===== src/hw/rtl/positional_list_store_defines.svh =====
// Assertion macros for the positional list store.
// Each macro expects clk_i and rst_ni in the scope where it is used.
`ifndef POSITIONAL_LIST_STORE_DEFINES_SVH
`define POSITIONAL_LIST_STORE_DEFINES_SVH

// The condition holds at every clock edge outside reset.
`define PLS_ASSERT_ALWAYS(label, cond, msg) \
  label: assert property (@(posedge clk_i) disable iff (!rst_ni) (cond)) \
    else $error(msg);

// The consequent holds in the same cycle as the antecedent.
`define PLS_ASSERT_SAME(label, ante, cons, msg) \
  label: assert property (@(posedge clk_i) disable iff (!rst_ni) (ante) |-> (cons)) \
    else $error(msg);

// The consequent holds in the cycle after the antecedent.
`define PLS_ASSERT_NEXT(label, ante, cons, msg) \
  label: assert property (@(posedge clk_i) disable iff (!rst_ni) (ante) |=> (cons)) \
    else $error(msg);

`endif


===== src/hw/rtl/pls_pkg.sv =====
package pls_pkg;

  // Width of the position field, also used for cell indexes.
  localparam int IDX_W  = 8;
  localparam int DATA_W = 32;

  typedef enum logic [2:0] {
    OP_INS_FIRST = 3'd0,
    OP_INS_LAST  = 3'd1,
    OP_INS_AT    = 3'd2,
    OP_DEL_FIRST = 3'd3,
    OP_DEL_LAST  = 3'd4,
    OP_DEL_AT    = 3'd5,
    OP_DISPLAY   = 3'd6,
    OP_UNUSED    = 3'd7
  } op_e;

  typedef enum logic [1:0] {
    STATUS_DONE    = 2'd0,
    STATUS_IGNORED = 2'd1,
    STATUS_FULL    = 2'd2,
    STATUS_RSVD    = 2'd3
  } status_e;

  // Command broadcast to every cell of the chain.
  typedef enum logic [1:0] {
    CMD_HOLD = 2'd0,
    CMD_INS  = 2'd1,
    CMD_DEL  = 2'd2,
    CMD_ROT  = 2'd3
  } cmd_e;

  typedef struct packed {
    cmd_e                     cmd;
    logic [IDX_W-1:0]         idx;
    logic signed [DATA_W-1:0] value;
  } cell_ctrl_t;

endpackage


===== src/hw/rtl/pls_cell.sv =====
module pls_cell #(
  parameter int INDEX = 0
) (
  input  logic                               clk_i,
  input  pls_pkg::cell_ctrl_t                ctrl_i,
  input  logic signed [pls_pkg::DATA_W-1:0]  left_i,
  input  logic signed [pls_pkg::DATA_W-1:0]  right_i,
  input  logic signed [pls_pkg::DATA_W-1:0]  head_i,
  output logic signed [pls_pkg::DATA_W-1:0]  data_o
);

  localparam logic [pls_pkg::IDX_W-1:0] MyIdx = pls_pkg::IDX_W'(INDEX);

  logic signed [pls_pkg::DATA_W-1:0] data_d, data_q;

  // Insert opens a gap at idx, delete closes it, rotate moves every
  // element one place toward the front and wraps the head to idx.
  always_comb begin
    data_d = data_q;
    unique case (ctrl_i.cmd)
      pls_pkg::CMD_INS: begin
        if (MyIdx == ctrl_i.idx) begin
          data_d = ctrl_i.value;
        end else if (MyIdx > ctrl_i.idx) begin
          data_d = left_i;
        end
      end
      pls_pkg::CMD_DEL: begin
        if (MyIdx >= ctrl_i.idx) begin
          data_d = right_i;
        end
      end
      pls_pkg::CMD_ROT: begin
        if (MyIdx == ctrl_i.idx) begin
          data_d = head_i;
        end else begin
          data_d = right_i;
        end
      end
      default: data_d = data_q;
    endcase
  end

  always_ff @(posedge clk_i) begin
    data_q <= data_d;
  end

  assign data_o = data_q;

endmodule


===== src/hw/rtl/positional_list_store.sv =====
// Channel   Direction  Handshake               Payload
// request   in         in_valid_i/in_ready_o   op_i, value_i, position_i
// result    out        out_valid_o/out_ready_i status_o, count_o, item_o,
//                                              item_valid_o, last_o
//
// An edit updates the chain at the accepting edge and its single result is
// in the output register from the next cycle on. A display of N elements
// emits one element per cycle while the output is not stalled, the chain
// rotating one place per element; an empty list yields a lone empty result.
// Reset clears the element count, the sequencer and the output valid; the
// cells themselves are not reset and hold nothing readable until written.
// A stalled result holds the block: no new request and no further display
// step is taken until the output register is free.
module positional_list_store #(
  parameter int DEPTH = 16
) (
  input  logic                                 clk_i,
  input  logic                                 rst_ni,
  input  logic                                 in_valid_i,
  output logic                                 in_ready_o,
  input  logic [2:0]                           op_i,
  input  logic signed [pls_pkg::DATA_W-1:0]    value_i,
  input  logic [pls_pkg::IDX_W-1:0]            position_i,
  output logic                                 out_valid_o,
  input  logic                                 out_ready_i,
  output logic [1:0]                           status_o,
  output logic [$clog2(DEPTH+1)-1:0]           count_o,
  output logic signed [pls_pkg::DATA_W-1:0]    item_o,
  output logic                                 item_valid_o,
  output logic                                 last_o
);

`include "positional_list_store_defines.svh"

  localparam int CntW = $clog2(DEPTH + 1);
  // Compare width holds both the position and count + 1 without overflow.
  localparam int CmpW = ((CntW > pls_pkg::IDX_W) ? CntW : pls_pkg::IDX_W) + 1;
  localparam logic [CntW-1:0] DepthCnt = CntW'(DEPTH);

  typedef enum logic [1:0] {
    ST_IDLE = 2'b01,
    ST_DISP = 2'b10
  } state_e;

  state_e state_d, state_q;
  logic [CntW-1:0] cnt_d, cnt_q;
  logic [CntW-1:0] rem_d, rem_q;

  logic                              ovalid_d, ovalid_q;
  pls_pkg::status_e                  status_d, status_q;
  logic [CntW-1:0]                   ocnt_d, ocnt_q;
  logic signed [pls_pkg::DATA_W-1:0] item_d, item_q;
  logic                              ivalid_d, ivalid_q;
  logic                              last_d, last_q;

  pls_pkg::cell_ctrl_t ctrl;
  pls_pkg::op_e        op;

  logic signed [pls_pkg::DATA_W-1:0] cell_data [DEPTH];

  logic            out_free;
  logic            acc;
  logic [CmpW-1:0] cnt_x;
  logic [CmpW-1:0] pos_x;
  logic [CmpW-1:0] ins_pos;
  logic [CmpW-1:0] del_pos;
  logic            ins_bad;
  logic            del_bad;
  logic            full;

  // The output register is free when empty or when its result leaves now.
  assign out_free   = !ovalid_q || out_ready_i;
  assign in_ready_o = (state_q == ST_IDLE) && out_free;
  assign acc        = in_valid_i && in_ready_o;

  assign op    = pls_pkg::op_e'(op_i);
  assign cnt_x = CmpW'(cnt_q);
  assign pos_x = CmpW'(position_i);
  assign full  = (cnt_q == DepthCnt);

  // Each edit resolves to a 1-based position; front and back ops fix it.
  always_comb begin
    ins_pos = pos_x;
    del_pos = pos_x;
    unique case (op) inside
      pls_pkg::OP_INS_FIRST: ins_pos = CmpW'(1);
      pls_pkg::OP_INS_LAST:  ins_pos = cnt_x + CmpW'(1);
      pls_pkg::OP_DEL_FIRST: del_pos = CmpW'(1);
      pls_pkg::OP_DEL_LAST:  del_pos = cnt_x;
      default: begin
        ins_pos = pos_x;
        del_pos = pos_x;
      end
    endcase
  end

  // A position is checked before fullness; an empty list fails every
  // delete because no position can be at most zero and nonzero.
  assign ins_bad = (ins_pos == '0) || (ins_pos > cnt_x + CmpW'(1));
  assign del_bad = (del_pos == '0) || (del_pos > cnt_x);

  always_comb begin
    state_d    = state_q;
    cnt_d      = cnt_q;
    rem_d      = rem_q;
    ovalid_d   = ovalid_q && !out_ready_i;
    status_d   = status_q;
    ocnt_d     = ocnt_q;
    item_d     = item_q;
    ivalid_d   = ivalid_q;
    last_d     = last_q;
    ctrl.cmd   = pls_pkg::CMD_HOLD;
    ctrl.idx   = '0;
    ctrl.value = value_i;

    if (acc) begin
      // Every request answers at least one result right away.
      ovalid_d = 1'b1;
      status_d = pls_pkg::STATUS_DONE;
      ocnt_d   = cnt_q;
      item_d   = '0;
      ivalid_d = 1'b0;
      last_d   = 1'b1;
      unique case (op) inside
        pls_pkg::OP_INS_FIRST, pls_pkg::OP_INS_LAST, pls_pkg::OP_INS_AT: begin
          if (ins_bad) begin
            status_d = pls_pkg::STATUS_IGNORED;
          end else if (full) begin
            status_d = pls_pkg::STATUS_FULL;
          end else begin
            ctrl.cmd = pls_pkg::CMD_INS;
            ctrl.idx = pls_pkg::IDX_W'(ins_pos - CmpW'(1));
            cnt_d    = cnt_q + CntW'(1);
            ocnt_d   = cnt_q + CntW'(1);
          end
        end
        pls_pkg::OP_DEL_FIRST, pls_pkg::OP_DEL_LAST, pls_pkg::OP_DEL_AT: begin
          if (del_bad) begin
            status_d = pls_pkg::STATUS_IGNORED;
          end else begin
            ctrl.cmd = pls_pkg::CMD_DEL;
            ctrl.idx = pls_pkg::IDX_W'(del_pos - CmpW'(1));
            cnt_d    = cnt_q - CntW'(1);
            ocnt_d   = cnt_q - CntW'(1);
          end
        end
        pls_pkg::OP_DISPLAY: begin
          if (cnt_q != '0) begin
            // The head goes out now and the chain rotates behind it.
            item_d   = cell_data[0];
            ivalid_d = 1'b1;
            last_d   = (cnt_q == CntW'(1));
            ctrl.cmd = pls_pkg::CMD_ROT;
            ctrl.idx = pls_pkg::IDX_W'(cnt_q - CntW'(1));
            rem_d    = cnt_q - CntW'(1);
            if (cnt_q != CntW'(1)) begin
              state_d = ST_DISP;
            end
          end
        end
        default: status_d = pls_pkg::STATUS_IGNORED;
      endcase
    end else if ((state_q == ST_DISP) && out_free) begin
      // After count rotations the chain is back in its original order.
      ovalid_d = 1'b1;
      status_d = pls_pkg::STATUS_DONE;
      ocnt_d   = cnt_q;
      item_d   = cell_data[0];
      ivalid_d = 1'b1;
      last_d   = (rem_q == CntW'(1));
      ctrl.cmd = pls_pkg::CMD_ROT;
      ctrl.idx = pls_pkg::IDX_W'(cnt_q - CntW'(1));
      rem_d    = rem_q - CntW'(1);
      if (rem_q == CntW'(1)) begin
        state_d = ST_IDLE;
      end
    end
  end

  // The chain: each cell sees its neighbors and the head of the list.
  for (genvar g = 0; g < DEPTH; g++) begin : g_cell
    logic signed [pls_pkg::DATA_W-1:0] left_w;
    logic signed [pls_pkg::DATA_W-1:0] right_w;

    if (g == 0) begin : g_first
      assign left_w = '0;
    end else begin : g_mid_l
      assign left_w = cell_data[g-1];
    end

    if (g == DEPTH - 1) begin : g_last
      assign right_w = cell_data[g];
    end else begin : g_mid_r
      assign right_w = cell_data[g+1];
    end

    pls_cell #(
      .INDEX(g)
    ) u_cell (
      .clk_i  (clk_i),
      .ctrl_i (ctrl),
      .left_i (left_w),
      .right_i(right_w),
      .head_i (cell_data[0]),
      .data_o (cell_data[g])
    );
  end

  always_ff @(posedge clk_i or negedge rst_ni) begin
    if (!rst_ni) begin
      state_q  <= ST_IDLE;
      cnt_q    <= '0;
      rem_q    <= '0;
      ovalid_q <= 1'b0;
    end else begin
      state_q  <= state_d;
      cnt_q    <= cnt_d;
      rem_q    <= rem_d;
      ovalid_q <= ovalid_d;
    end
  end

  always_ff @(posedge clk_i) begin
    status_q <= status_d;
    ocnt_q   <= ocnt_d;
    item_q   <= item_d;
    ivalid_q <= ivalid_d;
    last_q   <= last_d;
  end

  assign out_valid_o  = ovalid_q;
  assign status_o     = status_q;
  assign count_o      = ocnt_q;
  assign item_o       = item_q;
  assign item_valid_o = ivalid_q;
  assign last_o       = last_q;

  // The element count never leaves its range.
  `PLS_ASSERT_ALWAYS(a_cnt_range, cnt_q <= DepthCnt, "element count above depth")
  // While streaming, at least one element is still owed.
  `PLS_ASSERT_SAME(a_disp_rem, state_q == ST_DISP, rem_q != '0, "display with nothing left")
  // An edit answers with one closing result that carries no element.
  `PLS_ASSERT_NEXT(a_edit_result, acc && (op != pls_pkg::OP_DISPLAY),
    out_valid_o && last_o && !item_valid_o, "edit result missing or malformed")
  // A display of more than one element keeps the request side closed.
  `PLS_ASSERT_NEXT(a_disp_busy, acc && (op == pls_pkg::OP_DISPLAY) && (cnt_q > CntW'(1)),
    !in_ready_o && !last_o, "display stream ended early")

endmodule

===== config.mk =====
export PLATFORM = sky130hd
export DESIGN_NAME = positional_list_store
export DESIGN_NICKNAME = d
export VERILOG_FILES = /design/src/hw/rtl/pls_pkg.sv /design/src/hw/rtl/pls_cell.sv /design/src/hw/rtl/positional_list_store.sv
export VERILOG_INCLUDE_DIRS = /design/src /design/src/hw/rtl
export SDC_FILE = /design/constraint.sdc
export NUM_CORES = 1
export LEC_CHECK = 0
export BUFFER_PORTS_ARGS = -buffer_cell sky130_fd_sc_hd__clkbuf_2
export CAP_MARGIN = 20
export CELL_PAD_IN_SITES_DETAIL_PLACEMENT = 1
export CELL_PAD_IN_SITES_GLOBAL_PLACEMENT = 2
export CORE_ASPECT_RATIO = 1.5
export CORE_MARGIN = 2
export CORE_UTILIZATION = 41
export CTS_BUF_LIST = sky130_fd_sc_hd__clkbuf_4 sky130_fd_sc_hd__clkbuf_8
export DETAILED_ROUTE_END_ITERATION = 8
export PLACE_DENSITY_LB_ADDON = 0.1
export SETUP_SLACK_MARGIN = 0.02
export SLEW_MARGIN = 25
export SYNTH_ARGS = -nofsm -noshare
export SYNTH_HDL_FRONTEND = slang
export SYNTH_SLANG_ARGS = --single-unit

===== constraint.sdc =====
create_clock -name clk_i -period 6.8 [get_ports clk_i]
set_clock_uncertainty 0.05 [all_clocks]
set_input_delay 1.36 -clock clk_i [delete_from_list [all_inputs] [get_ports clk_i]]
set_output_delay 1.36 -clock clk_i [all_outputs]
set_load 0.02 [all_outputs]

==> results.json, run 1 <==
{
  "status": "complete, no violations",
  "coreArea_um2": 71200,
  "min_period_ns": 5.80,
  "syn2layout_area_growth_pct": 12.7,
  "synth-main-ff-cell": "edfxtp_1",
  "maxCapViolations": 0,
  "cts_tree": "yes",
  "antenna_found_initial": 1,
  "overflow": 0,
  "finalHoldViolCount": 0,
  "finalSetupViolCount": 0,
  "tns_ns": 0,
  "synth_top_family_by_area": "compound AO/OA/AOI/OAI gates",
  "cts.hold.buffers_added": 0,
  "synth-seq-cells": 566,
  "synth_compound_area_frac": 0.208,
  "required_ns": 7.33,
  "synth_warnings": 0,
  "crit_type": "primary input to register",
  "synth-adder-area-share": 0.00895,
  "setup_slack_ns": 1.00,
  "synth_edf_count": 553,
  "fmax_ghz": 0.172,
  "crit_path_end_kind": "register",
  "setup.worst_path.start": "op_i[2]",
  "r2r_cells": 17,
  "dr.pass1.iters": 6,
  "grt_pass1_wl_um": 168000,
  "clk_pin_slew_ns": 0.07,
  "post-route-period-util": 0.853,
  "final_common_cell": "edfxtp_1",
  "synth-simple-area-share": 0.149,
  "cts_made_buffers": 93,
  "cp-start-kind": "primary input",
  "endpoint": "g_cell[1].u_cell.data_o[19]",
  "worstPathArrival_ns": 6.33,
  "grt_max_degree": 135,
  "insertion_delay_ns": 0.75,
  "hpwl_um": 74200,
  "p_per_area_nw_per_um2": 638,
  "r2r-start": "cnt_q[1]",
  "routabilityCongestion": 0.868,
  "dp.cells": 3337,
  "cts.path.max_buffers": 3,
  "slew_headroom": 0.349,
  "die_w_um": 223,
  "io_pins": 90,
  "timing.rr.end": "g_cell[1].u_cell.data_o[19]",
  "synthCells": 2500,
  "vias": 23298,
  "synth.distinct_cells": 78,
  "cts-root-buf": "clkbuf_8",
  "yosysSeqAreaShare": 0.577,
  "p_leak_nw": 12.9,
  "routed_wl_um": 114000,
  "syn_area_um2": 29400,
  "final_nets": 2585,
  "fp.dieH_um": 332,
  "drc": 0,
  "rows": 120,
  "syn-num-nets": 2568,
  "place_ws_ns": 0.299,
  "syn_avg_cell_area_um2": 11.7,
  "peakVddDrop_mv": 0.588,
  "track_usage": 0.305,
  "rsz0062_at_grt": "false",
  "layout-drive-gt1-share": 0.154,
  "tightest_slew_ns": 0.967,
  "worst-r2r-setup-slack_ns": 1.20,
  "cts_resized": 0,
  "first_iter_violations": 2849,
  "viasPerCell": 6.64,
  "postCtsSetupRepairBufs": 0,
  "wl_per_cell_um": 32.5,
  "dieArea_um2": 73800,
  "final_antenna_net_count": 0,
  "cts_sinks": 566,
  "muxShareOfSynthArea": 0.0137,
  "worstHoldPathType": "primary input to asynchronous set/reset pin",
  "final_cell_mix": "edfxtp_1, a221o_1, nand2_1",
  "start_util": 0.413,
  "maxSlewViolCount": 0,
  "synth-async-reset-ratio": 0.0230,
  "critPathMaxFanout": 33,
  "layout.cells.non_filler": 3510,
  "cts_max_level": 3,
  "grt_pass1_vias": 23652,
  "synth_xor_area_frac": 0.00328,
  "io_buffers": 89
}
-- area by class of cell --
| cell class | instances | area (um^2) |
|---|---|---|
| multi-input combinational | 1657 | 11600 |
| timing repair buffer | 179 | 1460 |
| antenna | 1 | 2.50 |
| inverter | 20 | 75.1 |
| fill | 7474 | 38100 |
| sequential | 566 | 16900 |
| tap | 915 | 1140 |
| clock inverter | 46 | 350 |
| clock buffer | 126 | 1570 |
-- cells in the mapped netlist (all sizes together) (4+ instances only) --
cell | count | share of area
o31ai | 6 | 0.0019
inv | 20 | 0.0026
dfrtp | 12 | 0.010
o21a | 35 | 0.0089
mux2i | 39 | 0.013
nand3 | 19 | 0.0032
o22ai | 10 | 0.0023
a221o | 415 | 0.14
a21boi | 4 | 0.0010
xnor2 | 10 | 0.0030
ha | 21 | 0.0089
o22a | 34 | 0.010
nor3 | 26 | 0.0063
nand2 | 299 | 0.038
a22o | 35 | 0.010
a21oi | 52 | 0.0099
and2 | 37 | 0.0079
nor2b | 7 | 0.0017
clkbuf | 173 | 0.022
nor2 | 211 | 0.027
and4 | 5 | 0.0015
a211oi | 5 | 0.0023
nand3b | 4 | 0.0010
and3 | 259 | 0.055
or2 | 6 | 0.0013
edfxtp | 553 | 0.57
nand2b | 6 | 0.0013
o21ai | 65 | 0.011
buf | 84 | 0.015
-- routing by layer --
metal | global-route usage | vias up | wire (um)
met5 | 0 | - | 0
met4 | 0.108 | 0 | 3820
met3 | 0.0632 | 212 | 9580
met2 | 0.478 | 1186 | 52600
met1 | 0.419 | 11933 | 48100
li1 | - | 9967 | -
-- how the worst min path moves through the flow --
stage | startpoint | endpoint | slack, ns | depth (start not counted)
global route | rst_ni | rem_q[3] | 0.47 | 1
detailed placement | state_q[0] | state_q[0] | 0.47 | 2
CTS | rst_ni | rem_q[3] | 0.43 | 1
global placement | state_q[0] | state_q[0] | 0.44 | 2
floorplan | state_q[0] | state_q[0] | 0.42 | 2
finish | rst_ni | rem_q[3] | 0.47 | 1
-- registers in the layout, indices dropped and copies added, names as in the netlist --
signal	flops
cnt_q	5
count_o	5
g_cell.u_cell.data_o	512
item_o	32
item_valid_o	1
last_o	1
out_valid_o	1
rem_q	5
state_q	2
status_o	2
-- worst max-delay path: stages --
cell	delay (ns)
clkbuf_2	0.35
nor2_1	0.08
buf_4	0.19
o21ai_0	0.76
ha_1	0.30
o21ai_0	0.18
o31ai_2	0.43
nor4_2	0.16
a221oi_2	0.41
o211ai_2	0.26
a2111o_1	0.46
or2_2	0.62
nand2_1	0.18
buf_4	0.38
o21a_1	0.17
-- per-stage QoR --
step                total power [W]  hold slack, ns  instance area, um^2   util
floorplan                    0.0139           0.425                29400      -
global placement             0.0174           0.438                31100  0.437
detailed placement           0.0178           0.466                31200  0.438
CTS                          0.0211           0.427                33100  0.465
global route                 0.0222           0.465                33100  0.465
finish                       0.0211           0.472                33100  0.465
-- report_power, final --
group | internal (W) | switching (W) | total, W
Clock | 0.00167 | 0.00153 | 0.00320
Sequential | 0.00706 | 0.00136 | 0.00842
Combinational | 0.00353 | 0.00597 | 0.00950
-- logic make-up (layout without fill, tap and decap cells) --
group / count (synthesis) / count (layout)
other: 0 / 1
AOI/OAI and AO/OA: 690 / 690
adders and majority gates: 21 / 21
xor gates and xnor gates: 11 / 11
buffers and inverters: 277 / 371
and+or+nand+nor: 895 / 895
DFF: 566 / 566
muxes: 40 / 40
Note: power is estimated with default switching activity, not from simulation.
==> inputs of run 2 (changes only) <==
--- a/config.mk
+++ b/config.mk
@@ -6,15 +6,15 @@
 export SDC_FILE = /design/constraint.sdc
 export NUM_CORES = 1
 export LEC_CHECK = 0
-export BUFFER_PORTS_ARGS = -buffer_cell sky130_fd_sc_hd__clkbuf_2
 export CAP_MARGIN = 20
 export CELL_PAD_IN_SITES_DETAIL_PLACEMENT = 1
 export CELL_PAD_IN_SITES_GLOBAL_PLACEMENT = 2
-export CORE_ASPECT_RATIO = 1.5
+export CORE_ASPECT_RATIO = 1.2
 export CORE_MARGIN = 2
-export CORE_UTILIZATION = 41
+export CORE_UTILIZATION = 42
 export CTS_BUF_LIST = sky130_fd_sc_hd__clkbuf_4 sky130_fd_sc_hd__clkbuf_8
 export DETAILED_ROUTE_END_ITERATION = 8
+export DONT_BUFFER_PORTS = 1
 export PLACE_DENSITY_LB_ADDON = 0.1
 export SETUP_SLACK_MARGIN = 0.02
 export SLEW_MARGIN = 25
==> run 2 against run 1 <==
Register-to-register slack got worse by 0.33 ns. Largest cell class unchanged. Utilization fell by 0.15 points. Final cell count fell by 3.0%. Critical endpoint is now g_cell[4].u_cell.data_o[3]. Largest power group unchanged. Routed wire length rose by 2.1%.
==> results.json, run 2 (synthesis results as in run 1) <==
{
  "grt_pass1_vias": 23169,
  "largest_register_ffs": 512,
  "drc": 0,
  "min_period_ns": 5.93,
  "worstPathArrival_ns": 6.22,
  "cts_sinks": 566,
  "place_ws_ns": 0.424,
  "viasPerCell": 6.88,
  "dieArea_um2": 72100,
  "tightest_slew_ns": 0.986,
  "dr.pass1.iters": 5,
  "cts-root-buf": "clkbuf_8",
  "power.switching_w": 0.00887,
  "peakVddDrop_mv": 0.388,
  "cts.path.max_buffers": 3,
  "cts_tree": "yes",
  "overflow": 0,
  "final_common_cell": "edfxtp_1",
  "maxCapViolations": 0,
  "cts.hold.buffers_added": 0,
  "routed_wl_um": 116000,
  "finalSetupViolCount": 0,
  "seqPwrFrac": 0.418,
  "cp-start-kind": "register",
  "p_comb_frac": 0.435,
  "required_ns": 7.09,
  "fin_util": 0.464,
  "cts_max_level": 3,
  "fp.dieH_um": 294,
  "track_usage": 0.320,
  "setup_slack_ns": 0.873,
  "tns_ns": 0,
  "grt_pass1_wl_um": 170000,
  "p_clk_frac": 0.147,
  "die_w_um": 245,
  "crit_path_end_kind": "register",
  "postCtsSetupRepairBufs": 0,
  "io_pins": 90,
  "final_nets": 2491,
  "p_per_area_nw_per_um2": 645,
  "insertion_delay_ns": 0.74,
  "worstHoldPathType": "primary input to asynchronous set/reset pin",
  "p_int_w": 0.0119,
  "fmax_ghz": 0.169,
  "wl_per_cell_um": 34.2,
  "rows": 106,
  "io_buffers": 0,
  "rsz0062_at_grt": "false",
  "start_util": 0.423,
  "swShare": 0.427,
  "antenna_found_initial": 3,
  "syn2layout_area_growth_pct": 9.73,
  "status": "complete, no violations",
  "routabilityCongestion": 0.864,
  "cts_made_buffers": 98,
  "finalHoldViolCount": 0,
  "slew_headroom": 0.341,
  "clk_pin_slew_ns": 0.06,
  "grt_max_degree": 156,
  "post-route-period-util": 0.872,
  "crit_type": "register to register",
  "final_antenna_net_count": 0,
  "hpwl_um": 74600,
  "vias": 23418,
  "final_cell_mix": "edfxtp_1, a221o_1, nand2_1",
  "coreArea_um2": 69500,
  "p_leak_nw": 12.3,
  "first_iter_violations": 3238,
  "layout-drive-gt1-share": 0.122,
  "cts_resized": 0,
  "critPathMaxFanout": 32,
  "maxSlewViolCount": 0
}
-- run 2: cell count changes in the layout (fill, tap and decap cells not counted), moves of 6 or more --
cell	before	now
clkinv_2	9	2
buf_4	65	71
clkinv_1	25	15
buf_12	22	8
clkbuf_2	89	0
clkbuf_4	26	43
-- run 2: stage by stage --
| stage | instance area, um^2 | total power (W) | hold slack [ns] | instances |
|---|---|---|---|---|
| 2_1_floorplan | 29400 | 0.0139 | 0.425 | 2500 |
| 3_3_place_gp | 30400 | 0.0172 | 0.436 | 3240 |
| 3_5_place_dp | 30400 | 0.0175 | 0.472 | 3241 |
| 4_1_cts | 32200 | 0.0206 | 0.231 | 3405 |
| 5_1_grt | 32200 | 0.0218 | 0.242 | 3406 |
| 6_report | 32200 | 0.0208 | 0.273 | 3406 |
-- run 2: final cells by class --
type                    instances  area (um^2)
fillers                      7264        37300
clock buffers                 142         1690
well taps                     918         1150
clock inverters                22          129
repair buffers                 80          721
inverters                      20         75.1
flip-flops and latches        566        16900
multi-input cells            1657        11500
diodes                          1         2.50
-- run 2: power groups by stage --
stage | combinational (W) | clock, W | sequential [W]
CTS | 0.00893 | 0.00311 | 0.00859
floorplan | 0.00602 | 0 | 0.00783
global route | 0.00968 | 0.00325 | 0.00882
finish | 0.00904 | 0.00306 | 0.00868
detailed placement | 0.00885 | 0 | 0.00865
global placement | 0.00857 | 0 | 0.00862
-- run 2: path summary, 6_finish.rpt --
kind / start / endpoint / slack [ns] / depth (start not counted)
max: cnt_q[1] / g_cell[4].u_cell.data_o[3] / 0.87 / 16
min: rst_ni / out_valid_o / 0.27 / 0
max reg2reg: cnt_q[1] / g_cell[4].u_cell.data_o[3] / 0.87 / 16
min reg2reg: state_q[0] / state_q[0] / 0.47 / 2
max in group asynchronous: rst_ni / state_q[0] / 6.21 / 0
min in group clk_i: state_q[0] / state_q[0] / 0.47 / 2
-- run 2: layer usage --
metal  vias to the layer above  GRT usage  wire length [um]
met2                      1343      0.469             50800
met1                     12125      0.473             51000
met4                         0     0.0952              3110
met5                         -          0                 0
li1                       9771          -                 -
met3                       179     0.0710             11600
-- run 2: worst max-delay path, stage by stage (launching register included) --
cell and delay [ns]:
dfrtp_1 0.68, ha_1 0.38, and3_1 0.34, xnor2_1 0.29, o22ai_1 0.22, ha_1 0.35
nand3_1 0.11, a21oi_1 0.15, o22a_1 0.32, or2_1 0.39, nor3_1 0.10, a22o_1 0.33
a21oi_2 0.62, nand2_1 0.36, o31ai_4 0.26, or2_2 0.14, buf_4 0.42
